<file path="config.mk">
export PLATFORM = sky130hd
export DESIGN_NAME = ts_and_length_packet_splitter_top_flat
export DESIGN_NICKNAME = d
export VERILOG_FILES = /design/src/hdl/tslps_pkg.sv /design/src/hdl/tslps_if.sv /design/src/hdl/tslps_front.sv /design/src/hdl/tslps_queue.sv /design/src/hdl/tslps_back.sv /design/src/hdl/ts_and_length_packet_splitter_top.sv /design/src/flat_wrapper.sv
export SDC_FILE = /design/constraint.sdc
export NUM_CORES = 1
export LEC_CHECK = 0
export BUFFER_PORTS_ARGS = -buffer_cell sky130_fd_sc_hd__buf_4
export CAP_MARGIN = 20
export CORE_UTILIZATION = 41
export CTS_CLUSTER_SIZE = 25
export DETAILED_ROUTE_END_ITERATION = 6
export SLEW_MARGIN = 30
export SYNTH_ARGS = -nofsm -noshare
export SYNTH_HDL_FRONTEND = slang
export SYNTH_SLANG_ARGS = --single-unit
</file>
<file path="constraint.sdc">
create_clock -name clk -period 3.15 [get_ports clk]
set_clock_uncertainty 0.15 [all_clocks]
set_input_delay 0.63 -clock clk [delete_from_list [all_inputs] [get_ports clk]]
set_output_delay 0.63 -clock clk [all_outputs]
set_load 0.05 [all_outputs]
</file>
<file path="src/hdl/tslps_pkg.sv">
// Package with the shared types and constants of the transport / length packet splitter.
package tslps_pkg;

  localparam int unsigned POS_W = 17;
  localparam int unsigned Q_DEPTH = 4;
  localparam int unsigned Q_PTR_W = 2;
  localparam int unsigned Q_CNT_W = 3;

  localparam logic [7:0] TS_SYNC = 8'h47;
  localparam logic [7:0] LEN_SYNC1 = 8'h52;
  localparam logic [7:0] LEN_SYNC2 = 8'h9A;
  localparam logic [POS_W-1:0] LEN_HEADER = POS_W'(4);

  typedef enum logic [1:0] {
    KIND_DROP = 2'd0,
    KIND_TS   = 2'd1,
    KIND_LEN  = 2'd2
  } kind_t;

  typedef enum logic [1:0] {
    MODE_HUNT = 2'd0,
    MODE_TS   = 2'd1,
    MODE_LEN  = 2'd2
  } mode_t;

  typedef struct packed {
    logic [7:0] out_byte;
    kind_t      kind;
    logic       packet_start;
    logic       packet_end;
    logic       ts_resync;
  } result_t;

  // One queue entry holds every result caused by one input word.
  typedef struct packed {
    logic    two;
    result_t r0;
    result_t r1;
  } entry_t;

endpackage

</file>
<file path="src/hdl/tslps_if.sv">
// Valid/ready channel interfaces for the input bytes and the tagged result words.
interface tslps_byte_if;
  logic       valid;
  logic       ready;
  logic [7:0] data_byte;

  modport source (output valid, output data_byte, input ready);
  modport sink (input valid, input data_byte, output ready);
endinterface

interface tslps_result_if;
  logic       valid;
  logic       ready;
  logic [7:0] out_byte;
  logic [1:0] kind;
  logic       packet_start;
  logic       packet_end;
  logic       ts_resync;
  logic       last_of_run;

  modport source (output valid, output out_byte, output kind, output packet_start,
                  output packet_end, output ts_resync, output last_of_run, input ready);
  modport sink (input valid, input out_byte, input kind, input packet_start,
                input packet_end, input ts_resync, input last_of_run, output ready);
endinterface

</file>
<file path="src/hdl/tslps_front.sv">
// Front end: sync tracking and classification of each input byte into a queue entry.
module tslps_front
  import tslps_pkg::*;
#(
  parameter int unsigned TS_PACKET_BYTES = 188
) (
  input  logic   clk,
  input  logic   rst,
  input  logic   in_valid,
  input  logic   [7:0] in_byte,
  output logic   in_ready,
  output logic   enq_valid,
  output entry_t enq_entry,
  input  logic   enq_ready
);

  localparam logic [POS_W-1:0] TS_LEN = POS_W'(TS_PACKET_BYTES);

  typedef struct packed {
    logic             emit;
    result_t          res;
    mode_t            mode;
    logic [POS_W-1:0] pos;
  } hunt_t;

  mode_t            mode, mode_next;
  logic [POS_W-1:0] byte_position, byte_position_next;
  logic [15:0]      payload_length, payload_length_next;

  logic             accept;
  logic             any_result;
  logic [POS_W-1:0] pos_inc;
  logic [POS_W-1:0] len_total;
  logic [15:0]      len_full;
  logic             ts_end;
  hunt_t            h;

  // Out-of-sync examination of one byte.
  function automatic hunt_t hunt(input logic [7:0] b);
    hunt_t r;
    r = '0;
    r.mode = MODE_HUNT;
    r.pos = '0;
    if (b == TS_SYNC) begin
      r.emit = 1'b1;
      r.mode = MODE_TS;
      r.res = '{out_byte: b, kind: KIND_TS, packet_start: 1'b1,
                packet_end: (TS_PACKET_BYTES <= 1), ts_resync: 1'b1};
      r.pos = (TS_PACKET_BYTES > 1) ? POS_W'(1) : '0;
    end else if (b == LEN_SYNC1) begin
      r.mode = MODE_LEN;
      r.pos = POS_W'(1);
    end else begin
      r.emit = 1'b1;
      r.res = '{out_byte: b, kind: KIND_DROP, packet_start: 1'b0,
                packet_end: 1'b0, ts_resync: 1'b0};
    end
    return r;
  endfunction

  assign in_ready = enq_ready;
  assign accept = in_valid && enq_ready;
  assign enq_valid = accept && any_result;

  assign pos_inc = byte_position + POS_W'(1);
  assign len_total = LEN_HEADER + POS_W'(payload_length);
  assign len_full = {payload_length[15:8], in_byte};
  assign ts_end = (pos_inc >= TS_LEN);

  always_comb begin
    mode_next = mode;
    byte_position_next = byte_position;
    payload_length_next = payload_length;
    enq_entry = '0;
    any_result = 1'b0;
    h = hunt(in_byte);
    case (mode)
      MODE_TS: begin
        if (byte_position == '0 && in_byte != TS_SYNC) begin
          mode_next = h.mode;
          byte_position_next = h.pos;
          enq_entry.r0 = h.res;
          any_result = h.emit;
        end else begin
          enq_entry.r0 = '{out_byte: in_byte, kind: KIND_TS,
                           packet_start: (byte_position == '0),
                           packet_end: ts_end, ts_resync: 1'b0};
          any_result = 1'b1;
          byte_position_next = ts_end ? '0 : pos_inc;
        end
      end
      MODE_LEN: begin
        case (byte_position)
          POS_W'(0): begin
            if (in_byte == LEN_SYNC1) begin
              byte_position_next = POS_W'(1);
            end else begin
              mode_next = h.mode;
              byte_position_next = h.pos;
              enq_entry.r0 = h.res;
              any_result = h.emit;
            end
          end
          POS_W'(1): begin
            any_result = 1'b1;
            if (in_byte == LEN_SYNC2) begin
              enq_entry.two = 1'b1;
              enq_entry.r0 = '{out_byte: LEN_SYNC1, kind: KIND_LEN, packet_start: 1'b1,
                               packet_end: 1'b0, ts_resync: 1'b0};
              enq_entry.r1 = '{out_byte: in_byte, kind: KIND_LEN, packet_start: 1'b0,
                               packet_end: 1'b0, ts_resync: 1'b0};
              byte_position_next = POS_W'(2);
            end else begin
              // The held first sync byte is released as dropped.
              enq_entry.r0 = '{out_byte: LEN_SYNC1, kind: KIND_DROP, packet_start: 1'b0,
                               packet_end: 1'b0, ts_resync: 1'b0};
              enq_entry.two = h.emit;
              enq_entry.r1 = h.res;
              mode_next = h.mode;
              byte_position_next = h.pos;
            end
          end
          POS_W'(2): begin
            payload_length_next = {in_byte, 8'h00};
            enq_entry.r0 = '{out_byte: in_byte, kind: KIND_LEN, packet_start: 1'b0,
                             packet_end: 1'b0, ts_resync: 1'b0};
            any_result = 1'b1;
            byte_position_next = POS_W'(3);
          end
          POS_W'(3): begin
            payload_length_next = len_full;
            enq_entry.r0 = '{out_byte: in_byte, kind: KIND_LEN, packet_start: 1'b0,
                             packet_end: (len_full == '0), ts_resync: 1'b0};
            any_result = 1'b1;
            byte_position_next = (len_full == '0) ? '0 : LEN_HEADER;
          end
          default: begin
            enq_entry.r0 = '{out_byte: in_byte, kind: KIND_LEN, packet_start: 1'b0,
                             packet_end: (pos_inc >= len_total), ts_resync: 1'b0};
            any_result = 1'b1;
            byte_position_next = (pos_inc >= len_total) ? '0 : pos_inc;
          end
        endcase
      end
      default: begin
        mode_next = h.mode;
        byte_position_next = h.pos;
        enq_entry.r0 = h.res;
        any_result = h.emit;
      end
    endcase
  end

  always_ff @(posedge clk) begin
    if (rst) begin
      mode <= MODE_HUNT;
      byte_position <= '0;
      payload_length <= '0;
    end else if (accept) begin
      mode <= mode_next;
      byte_position <= byte_position_next;
      payload_length <= payload_length_next;
    end
  end

endmodule

</file>
<file path="src/hdl/tslps_queue.sv">
// Short register queue of classified entries between the front and back ends.
module tslps_queue
  import tslps_pkg::*;
(
  input  logic   clk,
  input  logic   rst,
  input  logic   enq_valid,
  input  entry_t enq_entry,
  output logic   enq_ready,
  output logic   deq_valid,
  output entry_t deq_entry,
  input  logic   deq_pop
);

  entry_t               slots [Q_DEPTH];
  logic [Q_PTR_W-1:0]   wr_ptr;
  logic [Q_PTR_W-1:0]   rd_ptr;
  logic [Q_CNT_W-1:0]   count;
  logic                 do_push;
  logic                 do_pop;

  assign enq_ready = (count < Q_CNT_W'(Q_DEPTH));
  assign deq_valid = (count != '0);
  assign deq_entry = slots[rd_ptr];
  assign do_push = enq_valid && enq_ready;
  assign do_pop = deq_pop && deq_valid;

  always_ff @(posedge clk) begin
    if (do_push) begin
      slots[wr_ptr] <= enq_entry;
    end
  end

  always_ff @(posedge clk) begin
    if (rst) begin
      wr_ptr <= '0;
      rd_ptr <= '0;
      count <= '0;
    end else begin
      if (do_push) begin
        wr_ptr <= wr_ptr + Q_PTR_W'(1);
      end
      if (do_pop) begin
        rd_ptr <= rd_ptr + Q_PTR_W'(1);
      end
      case ({do_push, do_pop})
        2'b10:   count <= count + Q_CNT_W'(1);
        2'b01:   count <= count - Q_CNT_W'(1);
        default: count <= count;
      endcase
    end
  end

endmodule

</file>
<file path="src/hdl/tslps_back.sv">
// Back end: unpacks queue entries into result words through an output register.
module tslps_back
  import tslps_pkg::*;
(
  input  logic   clk,
  input  logic   rst,
  input  logic   head_valid,
  input  entry_t head_entry,
  output logic   head_pop,
  tslps_result_if.source res
);

  logic    phase;
  logic    out_valid;
  result_t out_res;
  logic    out_last;
  logic    load;
  logic    first_of_two;

  assign load = head_valid && (!out_valid || res.ready);
  assign first_of_two = head_entry.two && !phase;
  assign head_pop = load && !first_of_two;

  always_ff @(posedge clk) begin
    if (rst) begin
      out_valid <= 1'b0;
      phase <= 1'b0;
    end else begin
      if (load) begin
        out_valid <= 1'b1;
        phase <= first_of_two;
      end else if (res.ready) begin
        out_valid <= 1'b0;
      end
    end
  end

  always_ff @(posedge clk) begin
    if (load) begin
      out_res <= phase ? head_entry.r1 : head_entry.r0;
      out_last <= !first_of_two;
    end
  end

  assign res.valid = out_valid;
  assign res.out_byte = out_res.out_byte;
  assign res.kind = out_res.kind;
  assign res.packet_start = out_res.packet_start;
  assign res.packet_end = out_res.packet_end;
  assign res.ts_resync = out_res.ts_resync;
  assign res.last_of_run = out_last;

endmodule

</file>
<file path="src/hdl/ts_and_length_packet_splitter_top.sv">
// Top level of the transport / length-prefixed packet splitter.
// Results of an accepted word pass through a four-entry queue and the output register.
// Throughput: one input word per cycle while the queue has room; a byte that releases
// a held sync byte makes two result words (one if it is held anew), sent in turn.
// Reset (synchronous, rst high): hunting for sync, nothing held, queue and output empty.
module ts_and_length_packet_splitter_top
  import tslps_pkg::*;
#(
  parameter int unsigned TS_PACKET_BYTES = 188
) (
  input logic clk,
  input logic rst,
  tslps_byte_if.sink byte_in,
  tslps_result_if.source result_out
);

  // The front end follows the packet structure and turns each accepted byte into
  // zero, one or two tagged results. A byte with no result (a held first sync of a
  // length packet) never enters the queue.
  logic   enq_valid;
  logic   enq_ready;
  entry_t enq_entry;

  // The back end drains the queue one result word per cycle, while the sink is ready, into
  // its output register, so the front keeps taking bytes while a result waits for the sink.
  logic   head_valid;
  logic   head_pop;
  entry_t head_entry;

  tslps_front #(
    .TS_PACKET_BYTES(TS_PACKET_BYTES)
  ) u_front (
    .clk      (clk),
    .rst      (rst),
    .in_valid (byte_in.valid),
    .in_byte  (byte_in.data_byte),
    .in_ready (byte_in.ready),
    .enq_valid(enq_valid),
    .enq_entry(enq_entry),
    .enq_ready(enq_ready)
  );

  tslps_queue u_queue (
    .clk      (clk),
    .rst      (rst),
    .enq_valid(enq_valid),
    .enq_entry(enq_entry),
    .enq_ready(enq_ready),
    .deq_valid(head_valid),
    .deq_entry(head_entry),
    .deq_pop  (head_pop)
  );

  tslps_back u_back (
    .clk       (clk),
    .rst       (rst),
    .head_valid(head_valid),
    .head_entry(head_entry),
    .head_pop  (head_pop),
    .res       (result_out)
  );

endmodule
</file>
<file path="src/flat_wrapper.sv">
// flat-port wrapper written by rule: the top's interface ports become plain ports
module ts_and_length_packet_splitter_top_flat import tslps_pkg::*;
#(
  parameter int unsigned TS_PACKET_BYTES = 188
)
  (clk, rst, byte_in_valid, byte_in_data_byte, byte_in_ready, result_out_valid, result_out_out_byte, result_out_kind, result_out_packet_start, result_out_packet_end, result_out_ts_resync, result_out_last_of_run, result_out_ready);
  tslps_byte_if byte_in_i ();
  tslps_result_if result_out_i ();
  input logic clk;
  input logic rst;
  input wire logic [$bits(byte_in_i.valid)-1:0] byte_in_valid;
  input wire logic [$bits(byte_in_i.data_byte)-1:0] byte_in_data_byte;
  output wire logic [$bits(byte_in_i.ready)-1:0] byte_in_ready;
  output wire logic [$bits(result_out_i.valid)-1:0] result_out_valid;
  output wire logic [$bits(result_out_i.out_byte)-1:0] result_out_out_byte;
  output wire logic [$bits(result_out_i.kind)-1:0] result_out_kind;
  output wire logic [$bits(result_out_i.packet_start)-1:0] result_out_packet_start;
  output wire logic [$bits(result_out_i.packet_end)-1:0] result_out_packet_end;
  output wire logic [$bits(result_out_i.ts_resync)-1:0] result_out_ts_resync;
  output wire logic [$bits(result_out_i.last_of_run)-1:0] result_out_last_of_run;
  input wire logic [$bits(result_out_i.ready)-1:0] result_out_ready;
  assign byte_in_i.valid = byte_in_valid;
  assign byte_in_i.data_byte = byte_in_data_byte;
  assign byte_in_ready = byte_in_i.ready;
  assign result_out_valid = result_out_i.valid;
  assign result_out_out_byte = result_out_i.out_byte;
  assign result_out_kind = result_out_i.kind;
  assign result_out_packet_start = result_out_i.packet_start;
  assign result_out_packet_end = result_out_i.packet_end;
  assign result_out_ts_resync = result_out_i.ts_resync;
  assign result_out_last_of_run = result_out_i.last_of_run;
  assign result_out_i.ready = result_out_ready;
  ts_and_length_packet_splitter_top #(.TS_PACKET_BYTES(TS_PACKET_BYTES)) u_core (.clk(clk), .rst(rst), .byte_in(byte_in_i), .result_out(result_out_i));
endmodule
</file>
Yosys cells after proc, flatten, opt, wreduce, memory -nomap -nowiden
Memory sizes are Yosys's and may differ from the RTL's. A register that Yosys moved wholly into a read port is not among the register bits.
Index checks and enable logic that the tools add are counted.
W data, S select, Z words.
- flip-flop bits (word level): 58
- input port bits: 12
- memory bits (writable): 108
- logic and storage cells: 100
- output and inout bits: 16
- memories kept: 1
- reduce and logical (&&, ||, !) cells: 21
- equality and inequality tests: 15
- add/sub/neg operators: 6
- $lt $le $gt $ge: 3
- bitwise operators: 1
- muxes and demuxes: 38
- memory list (name ; words ; width ; read ports ; clocked after memory_dff ; write ports ; RTL line ; source):
    u_core.u_queue.slots ; 4 ; 27 ; 1 ; 1 ; 1 ; tslps_queue.sv:15 ; entry_t slots [Q_DEPTH];
- operator list (kind ; number):
    $mux W17 ; 5
    $pmux W17 S4 ; 1
    $mux W13 ; 5
    $pmux W13 S4 ; 1
    $eq A17 B2 Y1 const B ; 2
    $pmux W17 S2 ; 1
    $mux W33 ; 1
    $pmux W16 S2 ; 1
    $mux W27 ; 1
    $pmux W13 S2 ; 1
    $mux W19 ; 1
    $add A17 B1 Y17 const B ; 1
    $add A3 B16 Y17 const A ; 1
    $eq A17 B1 Y1 const B ; 1
    $ge A17 B17 Y1 ; 1
    $ge A17 B8 Y1 const B ; 1
    $logic_not A17 Y1 ; 1
    $eq A8 B7 Y1 const B ; 2
    $logic_not A16 Y1 ; 1
    $mux W14 ; 1
    $mux W2 ; 5
    $mux W1 ; 9
    $eq A8 B8 Y1 const B ; 1
    $logic_and A1 B1 Y1 ; 8
    other kinds (22) ; 31

Longest topological paths before layout
Gate-level depths: netlist of the first run.
- depth in word-level cells: 10
- gate-level depth with buffers: 15
- depth with buffers taken out: 14

Modules after synthesis
Synthesis of the first run repeated with hierarchy kept, for this count alone.
- cell total of the unflattened synthesis: 639
- area, all modules: 8205.4 um^2
- by module, submodules not included (module ; cells an instance ; times used ; seq. area each (um^2) ; area each (um^2)):
    tslps_queue ; 191 ; 1 ; 3423.3 ; 4399.2
    tslps_front ; 409 ; 1 ; 700.7 ; 3121.7
    tslps_back ; 39 ; 1 ; 460.4 ; 684.4

Worst setup path before layout of the first run
OpenSTA, ideal clock, no wires.
- kind: flip-flop to flip-flop
- start point: reg u_core.u_front.byte_position[0]
- end point: reg u_core.u_front.byte_position[2]
- stages on the path, launching flop included: 14
- period minus slack after synthesis: 3.491 ns
- setup time: 0.095 ns
- path slack: -0.341 ns
- data required time: 2.905 ns
- arrival time: 3.245 ns
- buffers on the path: 0
- cells stage by stage: dfxtp_1 ha_1 nand3_1 nor4_1 xnor2_1 inv_1 ha_1 and3_1 a221o_1 o311ai_0 a32o_1 a21oi_2 or3b_1 o311ai_1
- word-level cells in the longest chain between the ends: 5
- elaborated cells on any way between the ends: 13
- classes of those cells: add/sub: 1; order compare: 2; eq/ne: 3; mux: 5; reduce/logical: 2
- ends and longest elaborated chain (item ; RTL line ; source):
    start: declaration ; tslps_front.sv:27 ; logic [POS_W-1:0] byte_position, byte_position_next;
    start signal: assignment ; tslps_front.sv:161 ; byte_position <= byte_position_next;
    $add A17 B1 Y17 ; tslps_front.sv:65 ; assign pos_inc = byte_position + POS_W'(1);
    $ge A17 B17 Y1 / $ge A17 B8 Y1 (equally long branches) ; tslps_front.sv:141, tslps_front.sv:68 ;
    $mux W17, on equally long branches ; tslps_front.sv:141, tslps_front.sv:89 ;
    $pmux W17 S4 / $mux W17 (equally long branches) ; tslps_front.sv:93, tslps_front.sv:79 ;
    $pmux W17 S2 (*) ; tslps_front.sv:77 ; case (mode)
Every way passes the cells marked *; elsewhere a longest branch is shown, timed or not.
A chain may end at the register's enable or synchronous reset.

Worst setup path in the final report of the first run
- start point: reg u_core.u_front.byte_position[2]
- end point: reg u_core.u_front.byte_position[2]
Same word-level chain as after synthesis.

==> results of run 1 <==
[power by group through the flow]
| stage | clock network (mW) | registers, mW | logic, mW |
|---|---|---|---|
| 3_5_place_dp | 0 | 2.78 | 1.92 |
| 2_1_floorplan | 0 | 3.12 | 0.950 |
| 6_report | 1.98 | 2.73 | 1.91 |
| 3_3_place_gp | 0 | 2.76 | 1.88 |
| 4_1_cts | 2.02 | 2.74 | 1.93 |
| 5_1_grt | 2.10 | 2.76 | 2.07 |
[layout make-up]
cell class / count / area (um2) / area share (%)
clock buffer: 17 / 425 / 4.31
clock inverter: 15 / 153 / 1.55
inverter: 39 / 146 / 1.48
multi-input combinational: 427 / 3460 / 35.1
sequential: 156 / 4240 / 43.0
tap: 229 / 287 / 2.90
timing repair buffer: 145 / 1150 / 11.7
[flip-flops by register name, indices dropped and copies added (netlist names), 2 cells and up, named ones only]
register / cells
u_core.u_queue.slots: 96
u_core.u_back.res.out_byte: 8
u_core.u_front.byte_position: 17
u_core.u_front.payload_length: 16
u_core.u_back.res.kind: 2
u_core.u_queue.wr_ptr: 2
u_core.u_queue.rd_ptr: 2
u_core.u_front.mode: 2
u_core.u_queue.count: 3
[critical path: cells and delay by family (launching register included)]
family,cells,cell delay [ns]
flip-flops,1,0.38
adder cells (fa/ha/maj),1,0.18
AO/OA/AOI/OAI,7,1.16
XOR/XNOR,1,0.17
AND/OR/NAND/NOR,3,0.73
buffers and inverters,3,0.40
[what timing repair did]
item                                    4_1_cts  5_1_grt
gates cloned                                  0        0
pin swaps                                    13        3
setup buffers                                14        1
endpoints found under the setup margin       22       42
gates resized for setup                      38       19
[through the flow]
step / total power, mW / worst slack [ns] / std cells
after floorplan: 4.07 / -0.203 / 656
after detailed placement: 4.70 / -0.284 / 981
final: 6.62 / -0.136 / 1028
after global placement: 4.64 / -0.278 / 981
after global routing: 6.93 / -0.279 / 1028
after CTS: 6.69 / -0.0831 / 1027
[placed cells by master, fill, tap and decap left out, drive strengths merged, types with 5 or more instances in the layout]
cell	synthesis	layout
a21o	8	8
a21oi	19	19
a22oi	9	9
and2	19	19
and3	10	10
and4	6	6
buf	14	145
clkbuf	20	17
clkinv	0	5
dfxtp	46	46
edfxtp	110	110
ha	27	27
inv	39	47
mux2i	11	11
mux4	24	24
nand2	73	73
nand3	14	14
nand4	17	17
nor2	50	50
nor2b	5	5
nor3	11	11
nor4	15	15
o211ai	5	5
o21ai	23	23
xnor2	14	14
xor2	16	16
[worst min-delay path by stage]
| stage | end | slack, ns | start | cells past startpoint |
|---|---|---|---|---|
| 4_1_cts | u_core.u_front.byte_position[3]$_SDFFE_PP0P_ | 0.34 | u_core.u_front.byte_position[3]$_SDFFE_PP0P_ | 2 |
| 6_report | u_core.u_front.byte_position[3]$_SDFFE_PP0P_ | 0.34 | u_core.u_front.byte_position[3]$_SDFFE_PP0P_ | 2 |
| 5_1_grt | u_core.u_front.byte_position[3]$_SDFFE_PP0P_ | 0.36 | u_core.u_front.byte_position[3]$_SDFFE_PP0P_ | 2 |
| 2_1_floorplan | u_core.u_back.phase$_SDFFE_PP0P_ | 0.30 | u_core.u_back.phase$_SDFFE_PP0P_ | 2 |
| 3_5_place_dp | u_core.u_front.byte_position[16]$_SDFFE_PP0P_ | 0.35 | u_core.u_front.byte_position[16]$_SDFFE_PP0P_ | 2 |
| 3_3_place_gp | u_core.u_front.byte_position[16]$_SDFFE_PP0P_ | 0.34 | u_core.u_front.byte_position[16]$_SDFFE_PP0P_ | 2 |
[routing by layer]
metal | up-vias | global-route usage [%]
met5 | - | 0
met2 | 112 | 37.2
li1 | 2688 | -
met1 | 2808 | 25.3
met4 | 0 | 8.48
met3 | 38 | 4.25
[cells by family (layout without fill, tap and decap cells)]
group	count (synthesis)	in the layout	synth area share, %
flip-flops	156	156	55.0
buffers and inverters	73	216	3.79
adder cells (fa/ha/maj)	28	28	4.66
AND/OR/NAND/NOR	239	239	16.2
XOR/XNOR	30	30	3.42
AO/OA/AOI/OAI	95	95	8.45
multiplexers	35	35	8.47
==> reports/results.ini, run 1 <==
[run_status]
status = complete, but fails checks
violations = design-rule violations, negative setup slack

[power]
leakagePower_nw = 3.80
irDropWorstVdd_mv = 0.393
internal-power_mw = 4.40
clkPwrFrac_pct = 29.9
power.density_mw_per_mm2 = 672
p_sw_share_pct = 33.6
switching_power_mw = 2.22
p_comb_share_pct = 28.8
p_seq_share_pct = 41.3

[critical_path]
r2r-end = u_core.u_front.byte_position[2]$_SDFFE_PP0P_
worstSetupPathType = flop to flop
r2r-start = u_core.u_front.byte_position[2]$_SDFFE_PP0P_
critPathSlowestCell = dfxtp_2
path_max_fanout = 5
cp-end-kind = flop
cp-startpoint = u_core.u_front.byte_position[2]$_SDFFE_PP0P_
critPathLaunchType = flop
cpMostUsedCell = a21o_1
cp.arrival_ns = 3.46
path_cells = nand4_1, buf_4, buf_6, nor4_4, xnor2_2, inv_1, ha_2, a21o_1, a21o_1, a211o_1, a21oi_2, a32o_2, a21oi_4, or3b_1, o311ai_1
cpPeakStageDelay_ns = 0.38
reg2reg_slack_ns = -0.14
rr_worst_depth = 15
required_ns = 3.32
cp-endpoint = u_core.u_front.byte_position[2]$_SDFFE_PP0P_

[detailed_routing]
postRouteWirelength_um = 19200
dr_wl_met3_um = 678
via_per_inst = 5.49
drt_iter0_drc = 265
routed-wl-met2_um = 9950
dr.pass1.iters = 7
vias = 5646
remaining_drc_errors = 2
routedWlPerCell_um = 18.7
drt-met1-wl_um = 8080
final_antenna_net_count = 0
top_layer = met4

[timing]
setup_tns_ns = -0.468
fmax_ghz = 0.304
maxSlewHeadroom_pct = 36.4
drv_slew = 0
hold_slack_ns = 0.337
tightest_slew_ns = 0.951
worst_slack_ns = -0.136
rsz0062_at_grt = true
finalSetupViolCount = 11
fin_crit_ns = 3.29
post-route-period-util_pct = 104
hold_violations = 0

[placed_design]
dp_hpwl_um = 13400
io_buffers = 27
routabilityCongestion = 0.901
dpl_cell_area_mm2 = 0.00891

[logic_synthesis]
synth-seq-area-share_pct = 55.0
synth_nets = 696
yosysMostFrequentCell = edfxtp_1
synthCells = 656
ys_warn_count = 0
synth_edf_count = 110
syn-cell-area_mm2 = 0.00768
ys_top_cells_by_count = edfxtp_1 (110), nand2_1 (73), nor2_1 (50)
ys.flop_type = edfxtp_1
synthArstFlopShare_pct = 0
synth_top_area_share_pct = 43.0
yosys-top-cells-area = edfxtp_1 (43%), dfxtp_1 (12%), mux4_2 (7.0%)
synthDistinctLibCells = 70
synth.largest_area_cell = edfxtp_1
avgSynthCellArea_um2 = 11.7
synth_seq_cells = 156

[global_routing]
grt_max_degree = 38
antenna_found_initial = 0
grt_pass1_wl_um = 31300
grt_pass1_vias = 6038
overflow = 0
track_usage_pct = 21.1

[finish]
fin_area_mm2 = 0.00986
fill_cells = 1533
final_util_pct = 54.4
nets = 826
drive_gt1_share_pct = 33.3
n_antenna_cell = 0
syn_to_final_growth_pct = 28.4

[die]
rows = 49
core-area_mm2 = 0.0181
die_w_um = 139
die_area_mm2 = 0.0193
die_y_um = 139
io_pins = 28
start_util_pct = 42.3

[clocking]
cts_tree = built
cts_max_level = 4
cts_buffers = 17
insertion_delay_ns = 0.43
clkTransAtPathRegs_ns = 0.07
clkSinkCount = 156
root_buffer = clkbuf_16
clockBufferDepth = 2
cts_hold_buf = 0

[worst_hold_path]
hp-class = flop to flop

[run]
max_cap_violations = 0

Power figures use the tool's default switching activity.
==> inputs of run 2 (changes only) <==
CTS_BUF_LIST = sky130_fd_sc_hd__clkbuf_4   (was default)
GPL_TIMING_DRIVEN = 1   (was default)
==> reports/results.ini, run 2 (synthesis results as in run 1) <==
[power]
p_total_mw = 5.83
irDropWorstVdd_mv = 0.234
power.density_mw_per_mm2 = 611
leakagePower_nw = 3.65

[global_routing]
busiest_layer = met2
grt_pass1_wl_um = 30600
track_usage_pct = 20.6
grt_use_met1_pct = 25.1
grt_max_degree = 38
grt_pass1_vias = 5949
overflow = 0
grt_util_met3_pct = 4.39
use_met2_pct = 35.9
antenna_found_initial = 0

[placed_design]
io_buffers = 27
dp_hpwl_um = 13400
dpl_worst_slack_ns = -0.284
dpl_cell_area_mm2 = 0.00891
routabilityCongestion = 0.901

[timing]
fmax_ghz = 0.300
setup_tns_ns = -1.02
tightest_slew_ns = 0.906
hold_violations = 0
worst_slack_ns = -0.184
drv_slew = 0
maxSlewHeadroom_pct = 39.3
rsz0062_at_grt = true
finalSetupViolCount = 17
fin_crit_ns = 3.33
post-route-period-util_pct = 106

[clocking]
root_buffer = clkbuf_4
cts_buffers = 17
clkSinkCount = 156
clkTransAtPathRegs_ns = 0.16
insertion_delay_ns = 0.57
clockBufferDepth = 2
cts_tree = built
cts_max_level = 4

[die]
die_area_mm2 = 0.0193
io_pins = 28
rows = 49
die_w_um = 139
die_y_um = 139
start_util_pct = 42.3
core-area_mm2 = 0.0181

[finish]
fin_area_mm2 = 0.00954
largestRegisters = u_core.u_queue.slots: 96 flops, u_core.u_front.byte_position: 17 flops, u_core.u_front.payload_length: 16 flops
regMostFlops = u_core.u_queue.slots
final_util_pct = 52.5
drive_gt1_share_pct = 32.6
fill_cells = 1578
layout_common_cells = buf_4 (136), edfxtp_1 (110), nand2_1 (71), nor2_1 (43), inv_1 (39)
syn_to_final_growth_pct = 24.1
n_antenna_cell = 0
largest_register_ffs = 96
nets = 822
final_common_cell = buf_4

[detailed_routing]
dr.pass1.iters = 7
postRouteWirelength_um = 18700
final_antenna_net_count = 0
routedWlPerCell_um = 18.3
drt_iter0_drc = 262
via_per_inst = 5.47
remaining_drc_errors = 2
vias = 5603

[run]
max_cap_violations = 0

[critical_path]
critPathSlowestCell = dfxtp_4
worstSetupPathType = flop to flop
cp-end-kind = flop
critPathLaunchType = flop
path_cells = nand4_1, buf_6, nor4_4, xnor2_2, inv_1, ha_2, a21o_1, a21o_1, a211o_1, a21oi_2, a32o_2, a21oi_4, or3b_1, o311ai_1
path_max_fanout = 6
cpMostUsedCell = a21o_1
required_ns = 3.46
cpPeakStageDelay_ns = 0.41
cp.arrival_ns = 3.64

[worst_hold_path]
hp-class = input port to flop

[run_status]
status = complete, but fails checks
violations = design-rule violations, negative setup slack

==> run 2: cell types whose count changed in the layout (fill, tap and decap cells not counted), sizes merged <==
cell / before / now
buf: 145 / 141
==> run 2: layer usage <==
layer  share of wire, %  vias up
li1                   -     2684
met1                 44     2774
met3                3.6       35
met5                  0        -
met4                2.9        0
met2                 50      110
==> run 2: power breakdown <==
part           leakage [nW]  total [mW]  switching, mW  internal [mW]
sequential             1.40        2.73          0.104           2.63
clock                 0.146        1.18          0.823          0.356
combinational          2.11        1.92           1.19          0.732
==> run 2: through the flow <==
stage,hold slack (ns),std cells
CTS,0.178,1020
global placement,0.341,981
finish,0.239,1024
global route,0.206,1024
detailed placement,0.353,981
floorplan,0.298,656
==> run 2: area by class of cell <==
type	count	area [um2]	area share [%]
flip-flops and latches	156	4240	44.5
multi-input cells	427	3470	36.4
repair buffers	141	1110	11.7
well taps	229	287	3.00
clock inverters	15	153	1.60
inverters	39	146	1.54
clock buffers	17	128	1.34
==> run 2: path summary, 6_finish.rpt <==
path                                                                   start                                        endpoint  slack, ns  cells after the start
worst max-delay path            u_core.u_front.byte_position[1]$_SDFFE_PP0P_    u_core.u_front.byte_position[2]$_SDFFE_PP0P_      -0.18                     14
worst min-delay path                                    byte_in_data_byte[7]  u_core.u_front.payload_length[15]$_SDFFE_PP0P_       0.24                      3
worst max register to register  u_core.u_front.byte_position[1]$_SDFFE_PP0P_    u_core.u_front.byte_position[2]$_SDFFE_PP0P_      -0.18                     14
worst min register to register  u_core.u_front.byte_position[3]$_SDFFE_PP0P_    u_core.u_front.byte_position[3]$_SDFFE_PP0P_       0.35                      2
==> run 2: repair_timing <==
action / 4_1_cts / 5_1_grt
setup buffers: 7 / 4
resized for setup: 39 / 18
setup endpoints to repair: 22 / 29
hold buffers: 0 / 0
pin swaps: 10 / 12
==> run 2: worst max-delay path: cells and delay by family, from the launching register on <==
family	cells	cell delay, ns
AND/OR/NAND/NOR	3	0.83
AO/OA/AOI/OAI	7	1.15
flip-flops	1	0.41
XOR/XNOR	1	0.17
adder cells (fa/ha/maj)	1	0.18
buffers and inverters	2	0.32
